### src/hdl/chs_pkg.sv
// Shared types and constants for the chained hash set.
// Used by chs_ctrl, chs_dp and chained_hash_set; depends on nothing.
`default_nettype none

package chs_pkg;

    localparam int BUCKETS_DEF    = 13;
    localparam int POOL_NODES_DEF = 64;
    localparam int KEY_BYTES_DEF  = 9;

    localparam int KEY_W     = 72;
    localparam int SUM_W     = 12;
    localparam int RCP_SH    = 24;
    localparam int MOD_STEPS = 2;
    localparam int BIDX_W    = 4;
    localparam int MSTEP_W   = 1;
    localparam int STATUS_W  = 3;
    localparam int BUCKET_W  = 4;

    typedef enum logic [STATUS_W-1:0] {
        ST_INSERTED  = 3'd0,
        ST_DUPLICATE = 3'd1,
        ST_FOUND     = 3'd2,
        ST_NOT_FOUND = 3'd3,
        ST_POOL_FULL = 3'd4
    } t_status;

    typedef enum logic {
        CMD_INSERT = 1'b0,
        CMD_SEARCH = 1'b1
    } t_cmd;

    typedef enum logic [3:0] {
        S_IDLE,
        S_SUM,
        S_MOD,
        S_HEAD_RD,
        S_HEAD_TAKE,
        S_WALK,
        S_CMP,
        S_APPEND,
        S_TERM,
        S_DONE
    } t_state;

    typedef struct packed {
        logic    load;
        logic    sum_step;
        logic    mod_step;
        logic    head_rd;
        logic    head_take;
        logic    node_rd;
        logic    node_adv;
        logic    append_link;
        logic    append_term;
        logic    set_status;
        t_status status;
    } t_dp_cmd;

    typedef struct packed {
        logic sum_last;
        logic mod_last;
        logic walk_ok;
        logic key_match;
        logic pool_full;
        logic is_search;
    } t_dp_stat;

endpackage

`default_nettype wire

### src/hdl/chs_ctrl.sv
// Controller state machine of the chained hash set.
// Issues datapath commands and reads datapath status; uses chs_pkg.
`default_nettype none

module chs_ctrl (
    input  wire logic              i_clk,
    input  wire logic              i_rst_n,
    input  wire logic              start,
    output logic                   busy,
    output logic                   o_valid,
    output chs_pkg::t_dp_cmd       o_cmd,
    input  wire chs_pkg::t_dp_stat i_stat
);

    chs_pkg::t_state r_state;
    chs_pkg::t_state n_state;

    always_ff @(posedge i_clk) begin
        if (!i_rst_n) begin
            r_state <= chs_pkg::S_IDLE;
        end else begin
            r_state <= n_state;
        end
    end

    always_comb begin
        n_state = r_state;
        unique case (r_state)
            chs_pkg::S_IDLE: begin
                if (start) begin
                    n_state = chs_pkg::S_SUM;
                end
            end
            chs_pkg::S_SUM: begin
                if (i_stat.sum_last) begin
                    n_state = chs_pkg::S_MOD;
                end
            end
            chs_pkg::S_MOD: begin
                if (i_stat.mod_last) begin
                    n_state = chs_pkg::S_HEAD_RD;
                end
            end
            chs_pkg::S_HEAD_RD:   n_state = chs_pkg::S_HEAD_TAKE;
            chs_pkg::S_HEAD_TAKE: n_state = chs_pkg::S_WALK;
            chs_pkg::S_WALK: begin
                if (i_stat.walk_ok) begin
                    n_state = chs_pkg::S_CMP;
                end else if (i_stat.is_search || i_stat.pool_full) begin
                    n_state = chs_pkg::S_DONE;
                end else begin
                    n_state = chs_pkg::S_APPEND;
                end
            end
            chs_pkg::S_CMP: begin
                if (i_stat.key_match) begin
                    n_state = chs_pkg::S_DONE;
                end else begin
                    n_state = chs_pkg::S_WALK;
                end
            end
            chs_pkg::S_APPEND: n_state = chs_pkg::S_TERM;
            chs_pkg::S_TERM:   n_state = chs_pkg::S_DONE;
            chs_pkg::S_DONE:   n_state = chs_pkg::S_IDLE;
            default:           n_state = chs_pkg::S_IDLE;
        endcase
    end

    always_comb begin
        o_cmd        = '0;
        o_cmd.status = chs_pkg::ST_INSERTED;
        busy         = (r_state != chs_pkg::S_IDLE);
        o_valid      = (r_state == chs_pkg::S_DONE);
        unique case (r_state)
            chs_pkg::S_IDLE:      o_cmd.load      = start;
            chs_pkg::S_SUM:       o_cmd.sum_step  = 1'b1;
            chs_pkg::S_MOD:       o_cmd.mod_step  = 1'b1;
            chs_pkg::S_HEAD_RD:   o_cmd.head_rd   = 1'b1;
            chs_pkg::S_HEAD_TAKE: o_cmd.head_take = 1'b1;
            chs_pkg::S_WALK: begin
                if (i_stat.walk_ok) begin
                    o_cmd.node_rd = 1'b1;
                end else if (i_stat.is_search) begin
                    o_cmd.set_status = 1'b1;
                    o_cmd.status     = chs_pkg::ST_NOT_FOUND;
                end else if (i_stat.pool_full) begin
                    o_cmd.set_status = 1'b1;
                    o_cmd.status     = chs_pkg::ST_POOL_FULL;
                end
            end
            chs_pkg::S_CMP: begin
                if (i_stat.key_match) begin
                    o_cmd.set_status = 1'b1;
                    o_cmd.status     = i_stat.is_search ? chs_pkg::ST_FOUND
                                                        : chs_pkg::ST_DUPLICATE;
                end else begin
                    o_cmd.node_adv = 1'b1;
                end
            end
            chs_pkg::S_APPEND: o_cmd.append_link = 1'b1;
            chs_pkg::S_TERM: begin
                o_cmd.append_term = 1'b1;
                o_cmd.set_status  = 1'b1;
                o_cmd.status      = chs_pkg::ST_INSERTED;
            end
            chs_pkg::S_DONE: begin
            end
            default: begin
            end
        endcase
    end

endmodule

`default_nettype wire

### config.mk
export PLATFORM = sky130hd
export DESIGN_NAME = chs_ctrl
export DESIGN_NICKNAME = d
export VERILOG_FILES = /design/src/hdl/chs_pkg.sv /design/src/hdl/chs_ctrl.sv
export SDC_FILE = /design/constraint.sdc
export NUM_CORES = 1
export LEC_CHECK = 0
export BUFFER_PORTS_ARGS = -buffer_cell sky130_fd_sc_hd__buf_2
export CAP_MARGIN = 25
export CORE_AREA = 5 5 42 44
export DETAILED_ROUTE_END_ITERATION = 8
export DIE_AREA = 0 0 47 49
export HOLD_SLACK_MARGIN = 0.08
export PLACE_DENSITY_LB_ADDON = 0.05
export SLEW_MARGIN = 25
export SYNTH_ARGS = -nofsm -noshare
export SYNTH_HDL_FRONTEND = slang
export SYNTH_SLANG_ARGS = --single-unit
export TNS_END_PERCENT = 30
### constraint.sdc
create_clock -name i_clk -period 2.1 [get_ports i_clk]
set_input_delay 0.21 -clock i_clk [delete_from_list [all_inputs] [get_ports i_clk]]
set_output_delay 0.21 -clock i_clk [all_outputs]
set_load 0.01 [all_outputs]
* After elaboration in Yosys (flattened, before gate mapping)
Cells that the tools add are included.
W data, S select, Z words.
** Operators by class
- Eq/ne operators :: 12
- Mux-type cells :: 24
- Reductions and logical operators :: 4
** Operator list (number)
- $mux W4 :: 10
- $pmux W4 S9 :: 1
- $eq A4 B3 Y1 const B :: 4
- $pmux W4 S3 :: 1
- $mux W1 :: 11
- $eq A4 B2 Y1 const B :: 2
- $eq A4 B4 Y1 const B :: 2
- $ne A2 B2 Y1 const B :: 3
- $eq A4 B1 Y1 const B :: 1
- $logic_not A4 Y1 :: 1
- $reduce_bool A4 Y1 :: 1
- $reduce_and A3 Y1 :: 1
- $mux W2 :: 1
- $logic_or A1 B1 Y1 :: 1
** Word-level totals
- Bits in registers :: 4
- Bits of input ports :: 9
- Output and inout port bits :: 15
- Word-level logic and storage cells :: 41

* Longest topological paths before layout
Gate-level depths: netlist (run 1).
- Depth in word-level cells :: 4
- Depth in mapped cells :: 5
- Depth with buffers taken out :: 4

* Least setup slack after synthesis (run 1)
OpenSTA, ideal clock, no wires.
- Kind :: reg-to-output
- From :: register r_state[3]
- To :: output o_cmd[2] (netlist bit)
- Arrival time :: 1.144 ns
- Required time :: 1.890 ns
- Slack :: 0.746 ns
- Cell stages (with the launch flop) :: 5
- Buffers on the path :: 1
- Cell sequence :: dfxtp_1 > buf_4 > and4bb_1 > nand2b_1 > nor3b_1
** RTL lines
- start, declared :: line chs_ctrl.sv:15 : chs_pkg::t_state r_state;
- start signal, assigned :: line chs_ctrl.sv:20 : r_state <= chs_pkg::S_IDLE;
- start signal, assigned :: line chs_ctrl.sv:22 : r_state <= n_state;
- end, declared :: line chs_ctrl.sv:11 : output chs_pkg::t_dp_cmd o_cmd,

==> impl_metrics.prom, run 1 <==
# TYPE chip_impl_metric gauge
chip_impl_metric{name="first_global_vias",unit=""} 444
chip_impl_metric{name="multi_input_area",unit="um^2"} 312
chip_impl_metric{name="area.sequential",unit="um^2"} 80.1
chip_impl_metric{name="period_share",unit=""} 0.870
chip_impl_metric{name="peakVddDrop",unit="mV"} 0.303
chip_impl_info{name="top_regs",value="r_state: 4 flops"} 1
chip_impl_metric{name="final_number_of_max_transition_violations",unit=""} 0
chip_impl_metric{name="tightestPinTransition",unit="ns"} 0.515
chip_impl_info{name="run_status",value="complete, no violations"} 1
chip_impl_metric{name="detail_route.vias_per_cell",unit=""} 5.19
chip_impl_metric{name="power_density_relative_to_cell_area",unit="nW/um^2"} 664
chip_impl_info{name="timing.setup.critical_path_class",value="flip-flop to output pin"} 1
chip_impl_metric{name="final_layout_size_suffix_gt1_frac",unit=""} 0.418
chip_impl_metric{name="synth.cell_area",unit="um^2"} 437
chip_impl_metric{name="clk_latency",unit="ns"} 0.24
chip_impl_metric{name="remaining_drc_errors",unit=""} 0
chip_impl_metric{name="setup_viol",unit=""} 0
chip_impl_metric{name="area_growth_syn_to_layout",unit="%"} 27.5
chip_impl_metric{name="highest_clock_frequency_the_design_can_meet",unit="MHz"} 547
chip_impl_metric{name="share_clk_of_total_power",unit=""} 0.266
chip_impl_metric{name="groute.usage.overall",unit=""} 0.108
chip_impl_metric{name="timing_hold_violations_final",unit=""} 0
chip_impl_metric{name="clockBufferDepth",unit=""} 2
chip_impl_metric{name="slew-limit-headroom",unit=""} 0.656
chip_impl_metric{name="fin_crit",unit="ns"} 1.83
chip_impl_metric{name="setup_fix_bufs_post_cts",unit=""} 0
chip_impl_metric{name="place.port_buffers",unit=""} 23
chip_impl_metric{name="setup-tns-final",unit="ns"} 0
chip_impl_metric{name="die_x",unit="um"} 47
chip_impl_metric{name="total_of_flip_flops_plus_latches_after_synthesis",unit=""} 4
chip_impl_info{name="tritoncts_clock_tree",value="done"} 1
chip_impl_info{name="endpoint_kind",value="output pin"} 1
chip_impl_metric{name="r2r.worst_path.cells",unit=""} 4
chip_impl_metric{name="floorplan.die.height",unit="um"} 49
chip_impl_metric{name="diodes",unit=""} 0
chip_impl_metric{name="grt_max_degree",unit=""} 13
chip_impl_metric{name="timing.reg2reg.setup_slack",unit="ns"} 0.70
chip_impl_metric{name="worstHoldPathCells",unit=""} 2
chip_impl_info{name="worstHoldStart",value="i_rst_n"} 1
chip_impl_metric{name="largest_reg_flops",unit=""} 4
chip_impl_metric{name="ys.warnings.count",unit=""} 0
chip_impl_metric{name="drt-initial-drc-count",unit=""} 9
chip_impl_info{name="min_delay_worst_endpoint",value="r_state[3]"} 1
chip_impl_info{name="setup.worst_path.start_class",value="flip-flop"} 1
chip_impl_metric{name="max_cap_viol_count",unit=""} 0
chip_impl_info{name="top_register",value="r_state"} 1
chip_impl_metric{name="cts_buffers",unit=""} 3
chip_impl_metric{name="synth.net_count",unit=""} 66
chip_impl_metric{name="power.static_leakage",unit="uW"} 0.000272
chip_impl_metric{name="worst_ep_required_time",unit="ns"} 1.89
chip_impl_metric{name="power.combinational.fraction",unit=""} 0.408
chip_impl_metric{name="worst_clock_skew",unit="ns"} 0.00507
chip_impl_metric{name="floorplan.die_area",unit="um^2"} 2300
chip_impl_metric{name="synth_cells",unit=""} 57
chip_impl_info{name="most_common_cell_after_layout_fill_and_taps_aside",value="sky130_fd_sc_hd__buf_2"} 1
chip_impl_metric{name="seq_area_frac_synth",unit=""} 0.183
chip_impl_metric{name="worstPathMaxFanout",unit=""} 12
chip_impl_metric{name="power_report.internal_total",unit="uW"} 221
chip_impl_metric{name="detailed_place_hpwl",unit="um"} 979
chip_impl_metric{name="globalRoute.totalOverflow",unit=""} 0
chip_impl_metric{name="post_synth_num_cell_types",unit=""} 33
chip_impl_info{name="reg2reg_to",value="r_state[2]"} 1
chip_impl_info{name="crit-reg2reg-launch",value="r_state[1]"} 1
chip_impl_metric{name="antenna_violations_before_repair",unit=""} 0
chip_impl_metric{name="nNetsFinal",unit=""} 90
chip_impl_metric{name="cts_hold_repair_buffers",unit=""} 0
chip_impl_metric{name="clock_tree.htree_level_count",unit=""} 1
chip_impl_metric{name="syn-mean-instance-area",unit="um^2"} 7.66
chip_impl_metric{name="cts_repair_resize_count",unit=""} 0
chip_impl_metric{name="finalHoldWorstSlack",unit="ns"} 0.248
chip_impl_metric{name="core",unit="um^2"} 1400
chip_impl_metric{name="cts_sinks",unit=""} 4
chip_impl_metric{name="share_seq_of_total_power",unit=""} 0.325
chip_impl_metric{name="routed_wirelength",unit="um"} 1240
chip_impl_info{name="timing.hold.worst.class",value="input pin to flip-flop"} 1
chip_impl_metric{name="drt.antenna.violating_nets",unit=""} 0
chip_impl_metric{name="p_sw",unit="uW"} 149
chip_impl_metric{name="num-fill-cells",unit=""} 163
chip_impl_metric{name="routed-via-count",unit=""} 493
chip_impl_metric{name="power.switching_fraction",unit=""} 0.404
chip_impl_metric{name="io_pins",unit=""} 24
chip_impl_metric{name="drt_first_pass_iters",unit=""} 4
chip_impl_metric{name="place.gp.congestion",unit=""} 0.737
chip_impl_metric{name="grt_pass1_wl",unit="um"} 1840
chip_impl_metric{name="num_rows",unit=""} 14
chip_impl_metric{name="clkSlewWorstSetupHoldPaths",unit="ns"} 0.04
chip_impl_metric{name="cp.arrival",unit="ns"} 1.62
chip_impl_info{name="root_buffer_selected_by_cts",value="sky130_fd_sc_hd__clkbuf_4"} 1
chip_impl_info{name="layout.cells.most_common_list",value="23 x sky130_fd_sc_hd__buf_2, 6 x sky130_fd_sc_hd__nor2_1, 5 x sky130_fd_sc_hd__nand2_1"} 1
chip_impl_info{name="rsz0062_at_grt",value="false"} 1
chip_impl_metric{name="wl_per_cell",unit="um"} 13.0
chip_impl_metric{name="initial_core_util",unit=""} 0.312
==> worst max-delay path, cell delays in order (launching register included) <==
cell,delay (ns)
sky130_fd_sc_hd__dfxtp_1,0.63
sky130_fd_sc_hd__and4bb_1,0.31
sky130_fd_sc_hd__nand2b_1,0.10
sky130_fd_sc_hd__nor3b_1,0.19
sky130_fd_sc_hd__buf_2,0.15
==> power by group through the flow <==
stage,sequential (uW),clock (uW),combinational [uW]
after floorplan,95.5,0,141
after global placement,122,0,154
after detailed placement,121,0,151
after CTS,120,103,153
after global routing,123,106,169
final,120,98.4,151
==> area by class of cell <==
class	instances	area share
Timing Repair Buffer	23	0.207
Clock buffer	3	0.0404
Tap cell	16	0.0360
Inverter	2	0.0135
Multi-Input combinational cell	47	0.560
Sequential cell	4	0.144
==> cell usage after synthesis (all sizes together) <==
cell	n	area share
nand3b	1	0.017
o21a	1	0.017
o2111ai	1	0.020
buf	4	0.086
or3	1	0.014
nor4	1	0.029
a21oi	2	0.023
nand2b	5	0.089
o31a	1	0.020
a211oi	1	0.017
nor2b	1	0.014
nor3	5	0.069
and2	2	0.029
and3	1	0.014
o31ai	1	0.017
nand4	1	0.014
inv	2	0.017
nor2	7	0.066
nand2	5	0.043
dfxtp	4	0.18
a21boi	2	0.034
and4bb	1	0.029
o211ai	1	0.029
o21ba	1	0.023
nor3b	1	0.017
mux2i	2	0.046
o21ai	2	0.023
==> worst max path at each step <==
stage | start | endpoint | slack [ns] | depth (start not counted)
2_1_floorplan | r_state[3] | o_cmd[2] | 0.75 | 4
3_3_place_gp | r_state[0] | o_cmd[2] | 0.55 | 4
3_5_place_dp | r_state[0] | o_cmd[2] | 0.54 | 4
4_1_cts | r_state[0] | o_cmd[2] | 0.26 | 4
5_1_grt | r_state[0] | o_cmd[2] | 0.16 | 4
6_report | r_state[0] | o_cmd[2] | 0.27 | 4
==> layer usage <==
metal  GRT usage  part of all wire  wire length, um  vias to the layer above
li1            -                 -                -                      248
met1       0.140              0.43              537                      224
met2       0.161              0.47              580                       21
met3      0.0369             0.097              120                        0
met4      0.0415                 0                0                        0
met5           0                 0                0                        -
==> stage by stage <==
step | instances | power [uW] | util | setup WS (ns) | instance area [um^2]
after floorplan | 57 | 237 | - | 0.746 | 437
final | 95 | 370 | 0.397 | 0.272 | 557
after detailed placement | 92 | 272 | 0.381 | 0.536 | 534
after global placement | 92 | 275 | 0.381 | 0.550 | 534
after global routing | 95 | 398 | 0.397 | 0.160 | 557
after CTS | 95 | 376 | 0.397 | 0.264 | 557
==> cells by family (layout without fill, tap and decap cells) <==
kind of cell	Yosys count	in the layout	synth area share
AO/OA/AOI/OAI	13	13	0.224
AND/OR/NAND/NOR	32	32	0.444
flip-flops	4	4	0.183
buffers and inverters	6	28	0.103
multiplexers	2	2	0.0458
(Power assumes the default switching activity.)
==> run 2, diff against run 1 <==
Settings changed: MAX_ROUTING_LAYER from default to met4.
==> run 2 against run 1 <==
  * Clock-buffer cell count did not move
  * Fmax rose by 0.37%
  * Final cell count did not move
  * Final area did not move
  * Via count did not move
  * Combinational power barely moved
  * Highest routed layer unchanged
==> impl_metrics.prom, run 2 (synthesis gave the netlist of run 1 again) <==
# TYPE chip_impl_metric gauge
chip_impl_metric{name="place.gp.congestion",unit=""} 0.746
chip_impl_metric{name="initial_core_util",unit=""} 0.312
chip_impl_info{name="reg2reg_to",value="r_state[2]"} 1
chip_impl_metric{name="grt_pass1_wl",unit="um"} 1850
chip_impl_metric{name="cts_repair_resize_count",unit=""} 0
chip_impl_metric{name="clkSlewWorstSetupHoldPaths",unit="ns"} 0.04
chip_impl_metric{name="finalPower",unit="uW"} 370
chip_impl_metric{name="tightestPinTransition",unit="ns"} 0.507
chip_impl_metric{name="worstHoldPathCells",unit=""} 2
chip_impl_metric{name="cp.arrival",unit="ns"} 1.61
chip_impl_metric{name="drt.antenna.violating_nets",unit=""} 0
chip_impl_metric{name="routed_wirelength",unit="um"} 1240
chip_impl_metric{name="peakVddDrop",unit="mV"} 0.304
chip_impl_metric{name="io_pins",unit=""} 24
chip_impl_metric{name="grt_max_degree",unit=""} 13
chip_impl_metric{name="globalRoute.totalOverflow",unit=""} 0
chip_impl_metric{name="r2r.worst_path.cells",unit=""} 4
chip_impl_metric{name="dpl_worst_slack",unit="ns"} 0.536
chip_impl_metric{name="clk_latency",unit="ns"} 0.24
chip_impl_metric{name="setup-tns-final",unit="ns"} 0
chip_impl_metric{name="num-fill-cells",unit=""} 163
chip_impl_metric{name="wl_per_cell",unit="um"} 13.1
chip_impl_info{name="min_delay_worst_endpoint",value="r_state[3]"} 1
chip_impl_metric{name="worst_ep_required_time",unit="ns"} 1.89
chip_impl_info{name="top_routing_layer_used",value="met3"} 1
chip_impl_info{name="endpoint_kind",value="output pin"} 1
chip_impl_metric{name="met3WireLength",unit="um"} 114
chip_impl_metric{name="drt-initial-drc-count",unit=""} 6
chip_impl_metric{name="worst_clock_skew",unit="ns"} 0.00508
chip_impl_metric{name="detail_route.wirelength.met1",unit="um"} 562
chip_impl_info{name="setup.worst_path.start_class",value="flip-flop"} 1
chip_impl_metric{name="final_layout_size_suffix_gt1_frac",unit=""} 0.418
chip_impl_info{name="timing.hold.worst.class",value="input pin to flip-flop"} 1
chip_impl_metric{name="final_number_of_max_transition_violations",unit=""} 0
chip_impl_metric{name="setup_fix_bufs_post_cts",unit=""} 0
chip_impl_metric{name="remaining_drc_errors",unit=""} 0
chip_impl_info{name="top_regs",value="r_state: 4 flops"} 1
chip_impl_info{name="root_buffer_selected_by_cts",value="sky130_fd_sc_hd__clkbuf_4"} 1
chip_impl_metric{name="slew-limit-headroom",unit=""} 0.662
chip_impl_metric{name="max_cap_viol_count",unit=""} 0
chip_impl_metric{name="drt_first_pass_iters",unit=""} 4
chip_impl_metric{name="timing.reg2reg.setup_slack",unit="ns"} 0.68
chip_impl_metric{name="area_growth_syn_to_layout",unit="%"} 27.5
chip_impl_metric{name="core",unit="um^2"} 1400
chip_impl_metric{name="power.static_leakage",unit="uW"} 0.000272
chip_impl_metric{name="worstPathMaxFanout",unit=""} 12
chip_impl_metric{name="route.met2.wl",unit="um"} 564
chip_impl_metric{name="first_global_vias",unit=""} 444
chip_impl_metric{name="fin_ws",unit="ns"} 0.279
chip_impl_metric{name="power_density_relative_to_cell_area",unit="nW/um^2"} 665
chip_impl_metric{name="timing_hold_violations_final",unit=""} 0
chip_impl_metric{name="place.port_buffers",unit=""} 23
chip_impl_metric{name="cts_buffers",unit=""} 3
chip_impl_info{name="worstHoldStart",value="i_rst_n"} 1
chip_impl_metric{name="floorplan.die.height",unit="um"} 49
chip_impl_metric{name="fin_crit",unit="ns"} 1.82
chip_impl_metric{name="cts_hold_repair_buffers",unit=""} 0
chip_impl_info{name="most_common_cell_after_layout_fill_and_taps_aside",value="sky130_fd_sc_hd__buf_2"} 1
chip_impl_info{name="crit-reg2reg-launch",value="r_state[1]"} 1
chip_impl_metric{name="num_rows",unit=""} 14
chip_impl_metric{name="area.sequential",unit="um^2"} 80.1
chip_impl_metric{name="finalHoldWorstSlack",unit="ns"} 0.248
chip_impl_metric{name="diodes",unit=""} 0
chip_impl_metric{name="floorplan.die_area",unit="um^2"} 2300
chip_impl_info{name="top_register",value="r_state"} 1
chip_impl_metric{name="detail_route.vias_per_cell",unit=""} 5.19
chip_impl_metric{name="setup_viol",unit=""} 0
chip_impl_info{name="run_status",value="complete, no violations"} 1
chip_impl_metric{name="nNetsFinal",unit=""} 90
chip_impl_info{name="rsz0062_at_grt",value="false"} 1
chip_impl_metric{name="antenna_violations_before_repair",unit=""} 0
chip_impl_metric{name="detailed_place_hpwl",unit="um"} 979
chip_impl_metric{name="cts_sinks",unit=""} 4
chip_impl_metric{name="die_x",unit="um"} 47
chip_impl_metric{name="routed-via-count",unit=""} 493
chip_impl_metric{name="clock_tree.htree_level_count",unit=""} 1
chip_impl_metric{name="multi_input_area",unit="um^2"} 312
chip_impl_metric{name="groute.usage.overall",unit=""} 0.111
chip_impl_info{name="timing.setup.critical_path_class",value="flip-flop to output pin"} 1
chip_impl_metric{name="clockBufferDepth",unit=""} 2
chip_impl_info{name="tritoncts_clock_tree",value="done"} 1
chip_impl_info{name="layout.cells.most_common_list",value="23 x sky130_fd_sc_hd__buf_2, 6 x sky130_fd_sc_hd__nor2_1, 5 x sky130_fd_sc_hd__nand2_1"} 1
chip_impl_metric{name="period_share",unit=""} 0.867
chip_impl_metric{name="largest_reg_flops",unit=""} 4
chip_impl_metric{name="highest_clock_frequency_the_design_can_meet",unit="MHz"} 549
==> run 2: cell counts in the layout (fill, tap and decap cells not counted) <==
Identical to the previous run, type by type.
==> run 2: worst max path at each step <==
stage | depth (start not counted) | end | start | slack, ns
6_report | 4 | o_cmd[2] | r_state[0] | 0.28
5_1_grt | 4 | o_cmd[2] | r_state[0] | 0.16
4_1_cts | 4 | o_cmd[2] | r_state[0] | 0.26
3_5_place_dp | 4 | o_cmd[2] | r_state[0] | 0.54
3_3_place_gp | 4 | o_cmd[2] | r_state[0] | 0.55
2_1_floorplan | 4 | o_cmd[2] | r_state[3] | 0.75
==> run 2: report_power, final <==
part	internal, uW	leakage (uW)	total (uW)	switching, uW
Sequential	86.4	0.0000327	121	34.3
Clock	64.1	0.0000138	98.4	34.3
Combinational	70.0	0.000225	151	81.3
Total	221	0.000272	370	150
==> run 2: layer usage <==
metal / vias to the layer above / global-route usage
li1: 248 / -
met1: 224 / 0.143
met2: 21 / 0.161
met3: 0 / 0.0332
met4: 0 / 0.0415
met5: - / -
==> run 2: cell type report <==
type,instances,share of cell area
timing repair buffer,23,0.207
sequential,4,0.144
inverter,2,0.0135
tap,16,0.0360
clock buffer,3,0.0404
multi-input combinational,47,0.560
==> run 2: stage by stage <==
stage | util | std cells | instance area [um^2]
4_1_cts | 0.397 | 95 | 557
5_1_grt | 0.397 | 95 | 557
2_1_floorplan | - | 57 | 437
3_5_place_dp | 0.381 | 92 | 534
6_report | 0.397 | 95 | 557
3_3_place_gp | 0.381 | 92 | 534
==> run 2: critical path, stage by stage (launching register included) <==
cell,delay [ns]
sky130_fd_sc_hd__dfxtp_1,0.63
sky130_fd_sc_hd__and4bb_1,0.31
sky130_fd_sc_hd__nand2b_1,0.10
sky130_fd_sc_hd__nor3b_1,0.19
sky130_fd_sc_hd__buf_2,0.15
